### src/rtl/rntt_pkg.sv
// shared constants, payload types, command/status structs for the ntt block
// no dependencies
package rntt_pkg;

    localparam int POINTS     = 64;
    localparam int VALUE_BITS = 16;
    localparam int ADDR_BITS  = $clog2(POINTS);
    localparam int STAGES     = ADDR_BITS;
    localparam int BFLY_BITS  = ADDR_BITS - 1;
    localparam int STAGE_BITS = $clog2(STAGES + 1);
    localparam int PROD_BITS  = 2 * VALUE_BITS;
    localparam int STEP_BITS  = $clog2(PROD_BITS);
    localparam int CFG_INDEX_BITS = 2;

    typedef struct packed {
        logic [VALUE_BITS-1:0] coefficient;
        logic [VALUE_BITS-1:0] twiddle;
    } load_item_t;

    typedef struct packed {
        logic [VALUE_BITS-1:0] value;
        logic                  last;
    } result_item_t;

    typedef enum logic [CFG_INDEX_BITS-1:0] {
        CFG_MODULUS  = 2'd0,
        CFG_INV_SIZE = 2'd1,
        CFG_INV_MODE = 2'd2
    } cfg_index_t;

    typedef enum logic [1:0] {
        MR_COEF = 2'd0,
        MR_TWID = 2'd1,
        MR_PROD = 2'd2
    } mr_src_t;

    typedef enum logic [1:0] {
        WSEL_LOAD = 2'd0,
        WSEL_SUM  = 2'd1,
        WSEL_DIFF = 2'd2
    } wsel_t;

    typedef enum logic {
        PROD_BUTTERFLY = 1'b0,
        PROD_SCALE     = 1'b1
    } prod_sel_t;

    typedef enum logic {
        OUT_DIRECT  = 1'b0,
        OUT_REDUCED = 1'b1
    } out_sel_t;

    typedef struct packed {
        logic                 cap_in;
        logic                 mr_start;
        mr_src_t              mr_src;
        logic                 coef_we;
        logic [ADDR_BITS-1:0] coef_waddr;
        wsel_t                coef_wsel;
        logic                 tw_we;
        logic [ADDR_BITS-1:0] tw_waddr;
        logic [ADDR_BITS-1:0] coef_raddr;
        logic [ADDR_BITS-1:0] tw_raddr;
        logic                 cap_b;
        logic                 cap_a;
        logic                 cap_prod;
        prod_sel_t            prod_sel;
        logic                 out_set;
        out_sel_t             out_sel;
        logic                 out_last;
    } dp_cmd_t;

    typedef struct packed {
        logic mr_busy;
        logic mr_done;
        logic result_busy;
        logic inverse_mode;
    } dp_status_t;

    function automatic logic [ADDR_BITS-1:0] bit_reverse(input logic [ADDR_BITS-1:0] x);
        logic [ADDR_BITS-1:0] r;
        for (int i = 0; i < ADDR_BITS; i++)
        begin
            r[i] = x[ADDR_BITS-1-i];
        end
        return r;
    endfunction

endpackage

### src/rtl/rntt_modred.sv
// bit-serial remainder unit: operand mod modulus, one quotient bit per cycle
// depends on rntt_pkg
module rntt_modred
    import rntt_pkg::*;
(
    input  logic                  clk,
    input  logic                  rst_n,
    input  logic                  start,
    input  logic [PROD_BITS-1:0]  operand,
    input  logic [VALUE_BITS-1:0] modulus,
    output logic                  busy,
    output logic                  done,
    output logic [VALUE_BITS-1:0] remainder
);

    logic                  busy_reg, busy_next;
    logic                  done_reg, done_next;
    logic [STEP_BITS-1:0]  cnt_reg, cnt_next;
    logic [PROD_BITS-1:0]  x_reg, x_next;
    logic [VALUE_BITS-1:0] r_reg, r_next;
    logic [VALUE_BITS-1:0] q_reg, q_next;
    logic [VALUE_BITS:0]   trial;
    logic [VALUE_BITS:0]   trial_sub;

    assign trial     = {r_reg, x_reg[PROD_BITS-1]};
    assign trial_sub = trial - {1'b0, q_reg};

    always_comb
    begin
        busy_next = busy_reg;
        done_next = 1'b0;
        cnt_next  = cnt_reg;
        x_next    = x_reg;
        r_next    = r_reg;
        q_next    = q_reg;
        if (start)
        begin
            busy_next = 1'b1;
            cnt_next  = '0;
            x_next    = operand;
            r_next    = '0;
            q_next    = modulus;
        end
        else if (busy_reg)
        begin
            x_next   = {x_reg[PROD_BITS-2:0], 1'b0};
            r_next   = (trial >= {1'b0, q_reg}) ? trial_sub[VALUE_BITS-1:0]
                                                : trial[VALUE_BITS-1:0];
            cnt_next = cnt_reg + 1'b1;
            if (cnt_reg == STEP_BITS'(PROD_BITS - 1))
            begin
                busy_next = 1'b0;
                done_next = 1'b1;
            end
        end
    end

    always_ff @(posedge clk or negedge rst_n)
    begin
        if (!rst_n)
        begin
            busy_reg <= 1'b0;
            done_reg <= 1'b0;
            cnt_reg  <= '0;
        end
        else
        begin
            busy_reg <= busy_next;
            done_reg <= done_next;
            cnt_reg  <= cnt_next;
        end
    end

    always_ff @(posedge clk)
    begin
        x_reg <= x_next;
        r_reg <= r_next;
        q_reg <= q_next;
    end

    // a modulus below two reduces everything to zero
    assign remainder = (q_reg[VALUE_BITS-1:1] == '0) ? '0 : r_reg;
    assign busy      = busy_reg;
    assign done      = done_reg;

endmodule

### src/rtl/rntt_datapath.sv
// datapath: config registers, coefficient and twiddle memories, multiplier,
// butterfly add/subtract and result register; depends on rntt_pkg, rntt_modred
module rntt_datapath
    import rntt_pkg::*;
(
    input  logic                      clk,
    input  logic                      rst_n,
    input  dp_cmd_t                   cmd,
    output dp_status_t                status,
    input  load_item_t                load_item,
    input  logic                      cfg_valid,
    input  logic [CFG_INDEX_BITS-1:0] cfg_index,
    input  logic [VALUE_BITS-1:0]     cfg_data,
    output logic                      result_valid,
    input  logic                      result_ready,
    output result_item_t              result_item
);

    logic [VALUE_BITS-1:0] modulus_reg;
    logic [VALUE_BITS-1:0] inv_size_reg;
    logic                  inv_mode_reg;

    logic [VALUE_BITS-1:0] coef_mem [POINTS];
    logic [VALUE_BITS-1:0] tw_mem   [POINTS];
    logic [VALUE_BITS-1:0] coef_rdata_reg;
    logic [VALUE_BITS-1:0] tw_rdata_reg;

    logic [VALUE_BITS-1:0] coef_in_reg, tw_in_reg;
    logic [VALUE_BITS-1:0] a_reg, b_reg, w_reg;
    logic [PROD_BITS-1:0]  prod_reg;

    logic                  result_valid_reg;
    result_item_t          result_item_reg;

    logic [PROD_BITS-1:0]  mr_operand;
    logic                  mr_busy, mr_done;
    logic [VALUE_BITS-1:0] mr_rem;
    logic [VALUE_BITS:0]   sum_raw, diff_raw, sum_red, diff_red;
    logic [VALUE_BITS-1:0] coef_wdata;

    always_ff @(posedge clk or negedge rst_n)
    begin
        if (!rst_n)
        begin
            modulus_reg  <= VALUE_BITS'(17);
            inv_size_reg <= VALUE_BITS'(1);
            inv_mode_reg <= 1'b0;
        end
        else if (cfg_valid)
        begin
            case (cfg_index)
                CFG_MODULUS:  modulus_reg  <= cfg_data;
                CFG_INV_SIZE: inv_size_reg <= cfg_data;
                CFG_INV_MODE: inv_mode_reg <= cfg_data[0];
                default:      ;
            endcase
        end
    end

    always_comb
    begin
        case (cmd.mr_src)
            MR_COEF: mr_operand = PROD_BITS'(coef_in_reg);
            MR_TWID: mr_operand = PROD_BITS'(tw_in_reg);
            MR_PROD: mr_operand = prod_reg;
            default: mr_operand = prod_reg;
        endcase
    end

    rntt_modred u_modred (
        .clk       (clk),
        .rst_n     (rst_n),
        .start     (cmd.mr_start),
        .operand   (mr_operand),
        .modulus   (modulus_reg),
        .busy      (mr_busy),
        .done      (mr_done),
        .remainder (mr_rem)
    );

    // both operands are below q, so one conditional subtract finishes the reduction
    assign sum_raw  = {1'b0, a_reg} + {1'b0, mr_rem};
    assign diff_raw = {1'b0, a_reg} + {1'b0, modulus_reg} - {1'b0, mr_rem};
    assign sum_red  = (sum_raw  >= {1'b0, modulus_reg}) ? sum_raw  - {1'b0, modulus_reg}
                                                        : sum_raw;
    assign diff_red = (diff_raw >= {1'b0, modulus_reg}) ? diff_raw - {1'b0, modulus_reg}
                                                        : diff_raw;

    always_comb
    begin
        case (cmd.coef_wsel)
            WSEL_LOAD: coef_wdata = mr_rem;
            WSEL_SUM:  coef_wdata = sum_red[VALUE_BITS-1:0];
            WSEL_DIFF: coef_wdata = diff_red[VALUE_BITS-1:0];
            default:   coef_wdata = mr_rem;
        endcase
    end

    always_ff @(posedge clk)
    begin
        if (cmd.coef_we)
        begin
            coef_mem[cmd.coef_waddr] <= coef_wdata;
        end
        if (cmd.tw_we)
        begin
            tw_mem[cmd.tw_waddr] <= mr_rem;
        end
        coef_rdata_reg <= coef_mem[cmd.coef_raddr];
        tw_rdata_reg   <= tw_mem[cmd.tw_raddr];
    end

    always_ff @(posedge clk)
    begin
        if (cmd.cap_in)
        begin
            coef_in_reg <= load_item.coefficient;
            tw_in_reg   <= load_item.twiddle;
        end
        if (cmd.cap_b)
        begin
            b_reg <= coef_rdata_reg;
            w_reg <= tw_rdata_reg;
        end
        if (cmd.cap_a)
        begin
            a_reg <= coef_rdata_reg;
        end
        if (cmd.cap_prod)
        begin
            case (cmd.prod_sel)
                PROD_BUTTERFLY: prod_reg <= b_reg * w_reg;
                PROD_SCALE:     prod_reg <= a_reg * inv_size_reg;
                default:        prod_reg <= b_reg * w_reg;
            endcase
        end
        if (cmd.out_set)
        begin
            result_item_reg.value <= (cmd.out_sel == OUT_REDUCED) ? mr_rem : a_reg;
            result_item_reg.last  <= cmd.out_last;
        end
    end

    always_ff @(posedge clk or negedge rst_n)
    begin
        if (!rst_n)
        begin
            result_valid_reg <= 1'b0;
        end
        else if (cmd.out_set)
        begin
            result_valid_reg <= 1'b1;
        end
        else if (result_ready)
        begin
            result_valid_reg <= 1'b0;
        end
    end

    assign result_valid        = result_valid_reg;
    assign result_item         = result_item_reg;
    assign status.mr_busy      = mr_busy;
    assign status.mr_done      = mr_done;
    assign status.result_busy  = result_valid_reg;
    assign status.inverse_mode = inv_mode_reg;

    a_mr_start_idle: assert property (@(posedge clk) disable iff (!rst_n)
        cmd.mr_start |-> !mr_busy)
        else $error("reduction started while busy");

    a_mr_done_idle: assert property (@(posedge clk) disable iff (!rst_n)
        mr_done |-> !mr_busy)
        else $error("reduction done while still busy");

    a_out_free: assert property (@(posedge clk) disable iff (!rst_n)
        cmd.out_set |-> !result_valid_reg)
        else $error("result register overwritten");

endmodule

### src/rtl/rntt_ctrl.sv
// controller state machine: load sequencing, butterfly scheduling, output drain
// depends on rntt_pkg
module rntt_ctrl
    import rntt_pkg::*;
(
    input  logic       clk,
    input  logic       rst_n,
    input  logic       load_valid,
    output logic       load_ready,
    input  dp_status_t status,
    output dp_cmd_t    cmd
);

    typedef enum logic [11:0] {
        S_IDLE     = 12'b000000000001,
        S_LD_C     = 12'b000000000010,
        S_LD_C_W   = 12'b000000000100,
        S_LD_T_W   = 12'b000000001000,
        S_BF_RDB   = 12'b000000010000,
        S_BF_RDA   = 12'b000000100000,
        S_BF_MUL   = 12'b000001000000,
        S_BF_RED   = 12'b000010000000,
        S_BF_WAIT  = 12'b000100000000,
        S_BF_WR1   = 12'b001000000000,
        S_OUT_RD   = 12'b010000000000,
        S_OUT_CAP  = 12'b100000000000
    } state_t;

    typedef enum logic [4:0] {
        O_NONE = 5'b00001,
        O_MUL  = 5'b00010,
        O_RED  = 5'b00100,
        O_WAIT = 5'b01000,
        O_PUT  = 5'b10000
    } out_phase_t;

    state_t                state_reg, state_next;
    out_phase_t            oph_reg, oph_next;
    logic [ADDR_BITS-1:0]  idx_reg, idx_next;
    logic [BFLY_BITS-1:0]  bf_reg, bf_next;
    logic [STAGE_BITS-1:0] stage_reg, stage_next;

    logic [ADDR_BITS-1:0]  bf_ext, half_mask, half_bit, k_lo, k_up, tw_idx;

    // butterfly c of a stage: k = group*span + j, twiddle index = j * stride
    assign bf_ext    = ADDR_BITS'(bf_reg);
    assign half_bit  = ADDR_BITS'(1) << stage_reg;
    assign half_mask = half_bit - ADDR_BITS'(1);
    assign k_lo      = ((bf_ext & ~half_mask) << 1) | (bf_ext & half_mask);
    assign k_up      = k_lo | half_bit;
    assign tw_idx    = (bf_ext & half_mask) << (STAGE_BITS'(STAGES - 1) - stage_reg);

    always_comb
    begin
        state_next = state_reg;
        oph_next   = oph_reg;
        idx_next   = idx_reg;
        bf_next    = bf_reg;
        stage_next = stage_reg;
        load_ready = 1'b0;
        cmd        = '0;
        cmd.mr_src    = MR_PROD;
        cmd.coef_wsel = WSEL_LOAD;
        cmd.prod_sel  = PROD_BUTTERFLY;
        cmd.out_sel   = OUT_DIRECT;
        case (state_reg)
            S_IDLE:
            begin
                load_ready = 1'b1;
                if (load_valid)
                begin
                    cmd.cap_in = 1'b1;
                    state_next = S_LD_C;
                end
            end
            S_LD_C:
            begin
                cmd.mr_start = 1'b1;
                cmd.mr_src   = MR_COEF;
                state_next   = S_LD_C_W;
            end
            S_LD_C_W:
            begin
                // coefficients land at bit-reversed addresses
                cmd.coef_waddr = bit_reverse(idx_reg);
                if (status.mr_done)
                begin
                    cmd.coef_we  = 1'b1;
                    cmd.mr_start = 1'b1;
                    cmd.mr_src   = MR_TWID;
                    state_next   = S_LD_T_W;
                end
            end
            S_LD_T_W:
            begin
                cmd.tw_waddr = idx_reg;
                if (status.mr_done)
                begin
                    cmd.tw_we = 1'b1;
                    idx_next  = idx_reg + 1'b1;
                    if (idx_reg == ADDR_BITS'(POINTS - 1))
                    begin
                        bf_next    = '0;
                        stage_next = '0;
                        state_next = S_BF_RDB;
                    end
                    else
                    begin
                        state_next = S_IDLE;
                    end
                end
            end
            S_BF_RDB:
            begin
                cmd.coef_raddr = k_up;
                cmd.tw_raddr   = tw_idx;
                state_next     = S_BF_RDA;
            end
            S_BF_RDA:
            begin
                cmd.coef_raddr = k_lo;
                cmd.cap_b      = 1'b1;
                state_next     = S_BF_MUL;
            end
            S_BF_MUL:
            begin
                cmd.cap_a    = 1'b1;
                cmd.cap_prod = 1'b1;
                state_next   = S_BF_RED;
            end
            S_BF_RED:
            begin
                cmd.mr_start = 1'b1;
                state_next   = S_BF_WAIT;
            end
            S_BF_WAIT:
            begin
                cmd.coef_waddr = k_lo;
                cmd.coef_wsel  = WSEL_SUM;
                if (status.mr_done)
                begin
                    cmd.coef_we = 1'b1;
                    state_next  = S_BF_WR1;
                end
            end
            S_BF_WR1:
            begin
                cmd.coef_we    = 1'b1;
                cmd.coef_waddr = k_up;
                cmd.coef_wsel  = WSEL_DIFF;
                bf_next        = bf_reg + 1'b1;
                state_next     = S_BF_RDB;
                if (bf_reg == BFLY_BITS'(POINTS / 2 - 1))
                begin
                    stage_next = stage_reg + 1'b1;
                    if (stage_reg == STAGE_BITS'(STAGES - 1))
                    begin
                        idx_next   = '0;
                        state_next = S_OUT_RD;
                    end
                end
            end
            S_OUT_RD:
            begin
                cmd.coef_raddr = idx_reg;
                state_next     = S_OUT_CAP;
            end
            S_OUT_CAP:
            begin
                case (oph_reg)
                    O_NONE:
                    begin
                        cmd.cap_a = 1'b1;
                        oph_next  = status.inverse_mode ? O_MUL : O_PUT;
                    end
                    O_MUL:
                    begin
                        cmd.cap_prod = 1'b1;
                        cmd.prod_sel = PROD_SCALE;
                        oph_next     = O_RED;
                    end
                    O_RED:
                    begin
                        cmd.mr_start = 1'b1;
                        oph_next     = O_WAIT;
                    end
                    O_WAIT:
                    begin
                        if (status.mr_done)
                        begin
                            oph_next = O_PUT;
                        end
                    end
                    O_PUT:
                    begin
                        cmd.out_sel  = status.inverse_mode ? OUT_REDUCED : OUT_DIRECT;
                        cmd.out_last = (idx_reg == ADDR_BITS'(POINTS - 1));
                        if (!status.result_busy)
                        begin
                            cmd.out_set = 1'b1;
                            oph_next    = O_NONE;
                            idx_next    = idx_reg + 1'b1;
                            state_next  = (idx_reg == ADDR_BITS'(POINTS - 1)) ? S_IDLE
                                                                               : S_OUT_RD;
                        end
                    end
                    default:
                    begin
                        oph_next = O_NONE;
                    end
                endcase
            end
            default:
            begin
                state_next = S_IDLE;
            end
        endcase
    end

    always_ff @(posedge clk or negedge rst_n)
    begin
        if (!rst_n)
        begin
            state_reg <= S_IDLE;
            oph_reg   <= O_NONE;
            idx_reg   <= '0;
            bf_reg    <= '0;
            stage_reg <= '0;
        end
        else
        begin
            state_reg <= state_next;
            oph_reg   <= oph_next;
            idx_reg   <= idx_next;
            bf_reg    <= bf_next;
            stage_reg <= stage_next;
        end
    end

    a_load_idle: assert property (@(posedge clk) disable iff (!rst_n)
        load_ready |-> !status.mr_busy)
        else $error("load request taken during a reduction");

    a_one_write: assert property (@(posedge clk) disable iff (!rst_n)
        !(cmd.coef_we && cmd.tw_we))
        else $error("both stores written at once");

    a_stage_range: assert property (@(posedge clk) disable iff (!rst_n)
        (state_reg == S_BF_RDB) |-> (stage_reg < STAGE_BITS'(STAGES)))
        else $error("butterfly stage out of range");

endmodule

### src/rtl/radix2_number_theoretic_transform_top.sv
// radix-2 number theoretic transform, top level
// depends on rntt_pkg, rntt_ctrl, rntt_datapath
//
// usage:
//   load channel (load_valid/load_ready/load_item): one request per point carries a
//   coefficient and the twiddle entry at the same index; both are reduced mod q
//   by a bit-serial remainder unit (accept, start, two reductions); the next request
//   is accepted only after both reductions have finished.
//   after the 64th request the block runs 6 stages of 32 butterflies; each
//   butterfly reads b, w and a from memory, runs one bit-serial reduction of w*b and
//   makes two write-backs on the single coefficient write port.
//   result channel (result_valid/result_ready/result_item): 64 values in index
//   order, last flagged on the 64th; in inverse mode each value is first scaled
//   by the inverse of size and reduced mod q.
//   config channel (cfg_valid/cfg_ready/cfg_index/cfg_data) is always ready:
//   index 0 modulus, 1 inverse of size, 2 inverse mode; other indexes ignored.
//   reset returns modulus 17, inverse of size 1, forward mode, load count zero;
//   stores are left as they are.
//   a stalled receiver holds the result register and pauses the output sequence.
module radix2_number_theoretic_transform_top
    import rntt_pkg::*;
(
    input  logic                      clk,
    input  logic                      rst_n,
    input  logic                      load_valid,
    output logic                      load_ready,
    input  load_item_t                load_item,
    output logic                      result_valid,
    input  logic                      result_ready,
    output result_item_t              result_item,
    input  logic                      cfg_valid,
    output logic                      cfg_ready,
    input  logic [CFG_INDEX_BITS-1:0] cfg_index,
    input  logic [VALUE_BITS-1:0]     cfg_data
);

    dp_cmd_t    cmd;
    dp_status_t status;

    assign cfg_ready = 1'b1;

    rntt_ctrl u_ctrl (
        .clk        (clk),
        .rst_n      (rst_n),
        .load_valid (load_valid),
        .load_ready (load_ready),
        .status     (status),
        .cmd        (cmd)
    );

    rntt_datapath u_datapath (
        .clk          (clk),
        .rst_n        (rst_n),
        .cmd          (cmd),
        .status       (status),
        .load_item    (load_item),
        .cfg_valid    (cfg_valid),
        .cfg_index    (cfg_index),
        .cfg_data     (cfg_data),
        .result_valid (result_valid),
        .result_ready (result_ready),
        .result_item  (result_item)
    );

endmodule
### config.mk
export PLATFORM = sky130hd
export DESIGN_NAME = radix2_number_theoretic_transform_top
export DESIGN_NICKNAME = d
export VERILOG_FILES = /design/src/rtl/rntt_pkg.sv /design/src/rtl/rntt_modred.sv /design/src/rtl/rntt_datapath.sv /design/src/rtl/rntt_ctrl.sv /design/src/rtl/radix2_number_theoretic_transform_top.sv
export SDC_FILE = /design/constraint.sdc
export NUM_CORES = 2
export LEC_CHECK = 0
export ABC_AREA = 0
export BUFFER_PORTS_ARGS = -buffer_cell sky130_fd_sc_hd__clkbuf_2
export CAP_MARGIN = 0
export CORE_MARGIN = 2
export CORE_UTILIZATION = 40
export CTS_BUF_LIST = sky130_fd_sc_hd__clkbuf_4 sky130_fd_sc_hd__clkbuf_8
export DETAILED_ROUTE_END_ITERATION = 10
export MAX_ROUTING_LAYER = met4
export PLACE_DENSITY = 0.53
export SYNTH_ARGS = -nofsm -noshare
export SYNTH_HDL_FRONTEND = slang
export SYNTH_SLANG_ARGS = --single-unit
### constraint.sdc
create_clock -name clk -period 12.9 [get_ports clk]
set_clock_uncertainty 0.05 [all_clocks]
set_input_delay 2.58 -clock clk [delete_from_list [all_inputs] [get_ports clk]]
set_output_delay 2.58 -clock clk [all_outputs]
set_load 0.01 [all_outputs]
Word-level counts from Yosys, hierarchy flattened
Memories as Yosys holds them, arrays and structs flattened. A register that Yosys moved wholly into a read port is not among the register bits.
Index checks and enable logic that the tools add are counted.
{"block": "totals", "word_cells": 177, "inputBits": 55, "ram_bits": 2048, "ff_bits": 265, "memories": 2}
{"block": "op_classes", "mul": 2, "bitwise": 6, "n_mux": 73, "n_eq_ne": 37, "shift": 2, "magnitude_cmp": 3, "add_sub_neg": 12, "reduce_logical": 17}
{"name": "u_datapath.coef_mem", "depth": 64, "width": 16, "rd": 1, "rd_ports_with_merged_regs": 1, "wr": 1, "line": "rntt_datapath.sv:23", "source": "logic [VALUE_BITS-1:0] coef_mem [POINTS];"}
{"name": "u_datapath.tw_mem", "depth": 64, "width": 16, "rd": 1, "rd_ports_with_merged_regs": 1, "wr": 1, "line": "rntt_datapath.sv:24", "source": "logic [VALUE_BITS-1:0] tw_mem [POINTS];"}
{"operator": "$pmux W12 S12", "n": 1}
{"operator": "$pmux W32 S2", "n": 2}
{"operator": "$mux W12", "n": 7}
{"operator": "$mux W16", "n": 5}
{"operator": "$mul A16 B16 Y32", "n": 2}
{"operator": "$mux W32", "n": 2}
{"operator": "$ge A17 B16 Y1", "n": 3}
{"operator": "$sub A16 B16 Y16", "n": 3}
{"operator": "$mux W5", "n": 8}
{"operator": "$mux W6", "n": 6}
{"operator": "$pmux W6 S3", "n": 2}
{"operator": "$add A16 B16 Y17", "n": 2}
{"operator": "$pmux W16 S2", "n": 1}
{"operator": "$pmux W5 S5", "n": 1}
{"operator": "$mux W11", "n": 2}
{"operator": "$mux W1", "n": 21}
{"operator": "$pmux W7 S3", "n": 1}
{"operator": "$sub A17 B16 Y17", "n": 1}
{"operator": "$eq A5 B5 Y1 const B", "n": 3}
{"operator": "$logic_not A15 Y1", "n": 1}
{"operator": "$ne A2 B1 Y1 const B", "n": 7}
{"operator": "$eq A12 B1 Y1 const B", "n": 1}
{"operator": "$eq A12 B10 Y1 const B", "n": 1}
{"operator": "$eq A12 B11 Y1 const B", "n": 1}
{"operator": "46 further kinds", "n": 68}

Longest topological paths before layout
{"block": "depth", "depth_word": 9, "mapped_depth": 28, "ltp_nobuf": 26}

Modules after synthesis
A second synthesis with hierarchy kept.
{"block": "unflattened", "cells_unflattened": 6685, "area_unflattened_um2": 112541.7}
{"mod": "rntt_datapath", "area_each_um2": 105686.4, "cells_per_inst": 5971, "n_inst": 1}
{"mod": "rntt_modred", "area_each_um2": 4078.9, "cells_per_inst": 367, "n_inst": 1}
{"mod": "rntt_ctrl", "area_each_um2": 2765.2, "cells_per_inst": 345, "n_inst": 1}
{"mod": "radix2_number_theoretic_transform_top", "area_each_um2": 11.3, "cells_per_inst": 2, "n_inst": 1}

Worst setup path before layout
No wires, ideal clock.
{"block": "synth_path", "kind": "register to register", "startpoint": "reg u_datapath.u_modred.q_reg[1]", "endpoint": "mem u_datapath.coef_mem[0][4] (data pin)", "stages_incl_launch_ff": 26, "path_slack_ns": 3.513, "required_time_ns": 12.148, "synth_period_minus_slack_ns": 9.387, "setup_ns": 0.702, "arrival_ns": 8.636, "cell_sequence": "edfxtp_1 nor4_1 nand4_1 clkbuf_1 nand2_1 inv_1 fa_1 inv_1 ha_1 nor2b_1 o31a_1 o21ai_1 o21ai_0 or2_2 a21o_1 xor2_1 ha_1 nand2_1 nor2_1 and3_1 a22oi_1 a21oi_1 a2111oi_4 clkbuf_1 a21oi_1 o21ai_0"}
{"block": "synth_via", "elab_chain_cells": 6}
{"element": "start: declaration", "line": "rntt_modred.sv:21", "source": "logic [VALUE_BITS-1:0] q_reg, q_next;"}
{"element": "start signal: assignment", "line": "rntt_modred.sv:78", "source": "q_reg <= q_next;"}
{"element": "$logic_not A15 Y1 (*)", "line": "rntt_modred.sv:82", "source": "assign remainder = (q_reg[VALUE_BITS-1:1] == '0) ? '0 : r_reg;"}
{"element": "$mux W16 (*)", "line": "rntt_modred.sv:82"}
{"element": "named net u_datapath.mr_rem[2]", "line": "rntt_datapath.sv:37", "source": "logic [VALUE_BITS-1:0] mr_rem;"}
{"element": "$sub A17 B16 Y17 or $add A16 B16 Y17 (tied branches)", "line": "rntt_datapath.sv:83, rntt_datapath.sv:82"}
{"element": "$sub A16 B16 Y16, or another cell as far along", "line": "rntt_datapath.sv:86", "source": "assign diff_red = (diff_raw >= {1'b0, modulus_reg}) ? diff_raw - {1'b0, modulus_reg}"}
{"element": "$mux W16, on equally long branches", "line": "rntt_datapath.sv:86, rntt_datapath.sv:84"}
{"element": "$pmux W16 S2 (*)", "line": "rntt_datapath.sv:91", "source": "case (cmd.coef_wsel)"}
{"element": "named net u_datapath.coef_wdata[4]", "line": "rntt_datapath.sv:39", "source": "logic [VALUE_BITS-1:0] coef_wdata;"}
{"element": "end: declaration", "line": "rntt_datapath.sv:23"}
Mark *: on every way through the listed nets, which the timed path passes. The rest lies on a longest branch.

Worst setup path in the final report
{"block": "layout_path", "startpoint": "reg u_datapath.u_modred.q_reg[1]", "endpoint": "mem u_datapath.coef_mem[34][15] (data pin)"}
The elaborated chain is that of the path after synthesis.

==> impl_metrics.json <==
{
  "synth_flop_cell": "edfxtp_1",
  "p_leak_nw": 47.1,
  "hold_viol_final": 0,
  "worstPathArrival_ps": 9060,
  "ys_ff_latch": 2345,
  "start_util_pct": 40.2,
  "postCtsSetupBuffers": 0,
  "grt_pass1_vias": 75900,
  "cts-hold-fix-buffers": 0,
  "finalSetupTns_ps": 0,
  "area_growth_pct": 11.6,
  "cpPeakStageDelay_ps": 680,
  "antenna_left": 0,
  "critPathRequiredTime_ps": 13470,
  "final_common_cell": "edfxtp_1",
  "drc": 0,
  "wl_met1_um": 162000,
  "fin_cells": 13600,
  "core_um2": 285000,
  "fp.dieArea_um2": 291000,
  "hold_class": "reg2reg",
  "cp-end-kind": "flop",
  "min_period_ps": 8500,
  "clock_latency_ps": 1050,
  "routedWlPerCell_um": 27.1,
  "hpwl_um": 229000,
  "die_h_um": 539,
  "dpl.cell_count": 12900,
  "cp_max_fo": 50,
  "drive_gt1_share_pct": 11.7,
  "fin_nets": 10300,
  "powerDensity_nw_per_um2": 196,
  "synth_nets": 10100,
  "cts_root_buf": "clkbuf_8",
  "holdWs_ps": 362,
  "postSynthAreaPerCell_um2": 12.3,
  "grt-ovfl-total": 0,
  "ys.warnings.count": 0,
  "grt_max_degree": 147,
  "portBuffers": 73,
  "rsz0062_at_grt": "no",
  "most-common-layout-cells": "edfxtp_1 (2225), nand2_1 (1662), inv_1 (598), fa_1 (408), clkbuf_8 (405)",
  "cp-start-kind": "flop",
  "antenna_found_initial": 29,
  "seq_area_frac_synth_pct": 60.8,
  "postSynthCellCount": 9290,
  "boundaryPins": 75,
  "post-route-util_pct": 44.9,
  "async_flop_share_pct": 3.07,
  "fmax_mhz": 118,
  "clk_pin_slew_worst_paths_ps": 60,
  "setup_viol": 0,
  "cts_made_buffers": 394,
  "vias": 77600,
  "finalCritPeriodShare_pct": 65.9,
  "synth_edf_count": 2225,
  "place.gp.congestion": 0.905,
  "met3WireLength_um": 30800,
  "grt_first_pass_wirelength_um": 534000,
  "slowest_stage": "nand4_1",
  "cts_tree": "built",
  "n_fill_cell": 26000,
  "total_power_mw": 25.1,
  "crit_buf_inv": 5,
  "die_x_um": 539,
  "rows": 196,
  "htree_levels": 5,
  "synthDistinctLibCells": 95,
  "grt_usage_pct": 25.6,
  "dr.max_layer_used": "met4",
  "viasPerCell": 5.71,
  "critPathTopFamily": "compound AO/OA/AOI/OAI gates",
  "top_regs": "u_datapath.coef_mem x1024, u_datapath.tw_mem x1024",
  "peakVddDrop_mv": 0.356,
  "cts.path.max_buffers": 4,
  "first_pass_iters": 6,
  "wl_met2_um": 164000,
  "netlist_area_um2": 114000,
  "cts.sinks": 2345,
  "cts.repair.resized": 0,
  "first_iter_violations": 9238,
  "worstMarginPinSlew_ps": 1280,
  "drv_slew": 0,
  "status": "complete, no violations",
  "drv_cap": 0,
  "crit_type": "reg2reg",
  "slew_headroom_pct": 14.8,
  "finalWirelength_um": 369000
}
-- layer usage --
layer | vias to the layer above | GRT usage [%]
li1 | 34000 | -
met1 | 39600 | 36.2
met2 | 3399 | 37.6
met3 | 589 | 4.16
met4 | 0 | 8.23
met5 | - | -
-- synth_stat cells (21+ instances only) --
master / instances / area, um2
edfxtp_1: 2225 / 66800
nand2_1: 1670 / 6270
inv_1: 614 / 2300
fa_1: 408 / 8170
clkbuf_1: 381 / 1430
nor2_1: 358 / 1340
nand3_1: 327 / 1640
ha_1: 319 / 3990
a21oi_1: 312 / 1560
o21ai_0: 304 / 1520
and2_1: 244 / 1530
a211oi_1: 219 / 1640
mux2i_1: 201 / 2010
and3_1: 185 / 1160
a31oi_1: 167 / 1040
buf_2: 110 / 551
a32oi_1: 106 / 928
nor3_1: 95 / 475
xnor2_1: 68 / 596
dfrtp_1: 67 / 1680
or3_1: 49 / 307
xor2_1: 49 / 429
dfxtp_1: 48 / 961
a22oi_1: 47 / 353
a21o_1: 44 / 330
o211ai_1: 44 / 330
o221ai_1: 41 / 359
a22o_1: 39 / 342
nand4_1: 39 / 244
o32ai_1: 34 / 298
nor4_1: 30 / 188
o21a_1: 30 / 225
o22ai_1: 30 / 188
mux2_2: 29 / 327
o32a_1: 29 / 290
nor2b_1: 28 / 175
nand2b_1: 25 / 156
a31o_2: 21 / 184
-- final timing paths --
| kind | start | endpoint | slack, ps | cells past startpoint |
|---|---|---|---|---|
| max reg2reg | u_datapath.u_modred.q_reg[1] | u_datapath.coef_mem[34][15] | 4400 | 27 |
| max | u_datapath.u_modred.q_reg[1] | u_datapath.coef_mem[34][15] | 4400 | 27 |
| max in group asynchronous | rst_n | u_datapath.inv_size_reg[12] | 10220 | 2 |
| min reg2reg | u_datapath.tw_rdata_reg[0] | u_datapath.w_reg[0] | 360 | 0 |
| min | u_datapath.tw_rdata_reg[0] | u_datapath.w_reg[0] | 360 | 0 |
| min in group asynchronous | rst_n | u_ctrl.idx_reg[5] | 1390 | 1 |
-- where the power goes --
part	switching, mW	total, mW	leakage, nW	internal (mW)
Combinational	5.64	8.80	21.7	3.16
Clock	3.09	6.58	4.07	3.50
Sequential	0.157	9.69	21.3	9.53
-- per-stage QoR --
step / setup WS, ps / instance area, um2
2_1_floorplan: 3510 / 115000
3_3_place_gp: 4510 / 120000
3_5_place_dp: 4480 / 120000
4_1_cts: 4430 / 128000
5_1_grt: 3800 / 128000
6_report: 4400 / 128000
-- kinds of logic (layout without fill, tap and decap cells) --
kind of cell             after synthesis  in the layout  synth area share (%)
AND/OR/NAND/NOR                     3120           3120                  12.3
flip-flops                          2345           2345                  60.8
AO/OA/AOI/OAI                       1606           1606                  9.44
buffers and inverters               1144           1681                  3.95
adder cells (fa/ha/maj)              727            727                  10.6
multiplexers                         230            230                  2.04
XOR/XNOR                             117            117                 0.895
other                                  1             14               0.00328
-- cell type report --
type / count / area [um2] / area share, %
Clock buffer: 540 / 6590 / 5.15
Inverter: 618 / 2320 / 1.81
Tap cell: 3762 / 4710 / 3.68
Timing Repair Buffer: 356 / 2530 / 1.98
Multi-Input combinational cell: 5801 / 41000 / 32.0
Clock inverter: 167 / 1090 / 0.856
Sequential cell: 2345 / 69600 / 54.4
Antenna cell: 13 / 32.5 / 0.0255
Power figures use the tool's default switching activity.
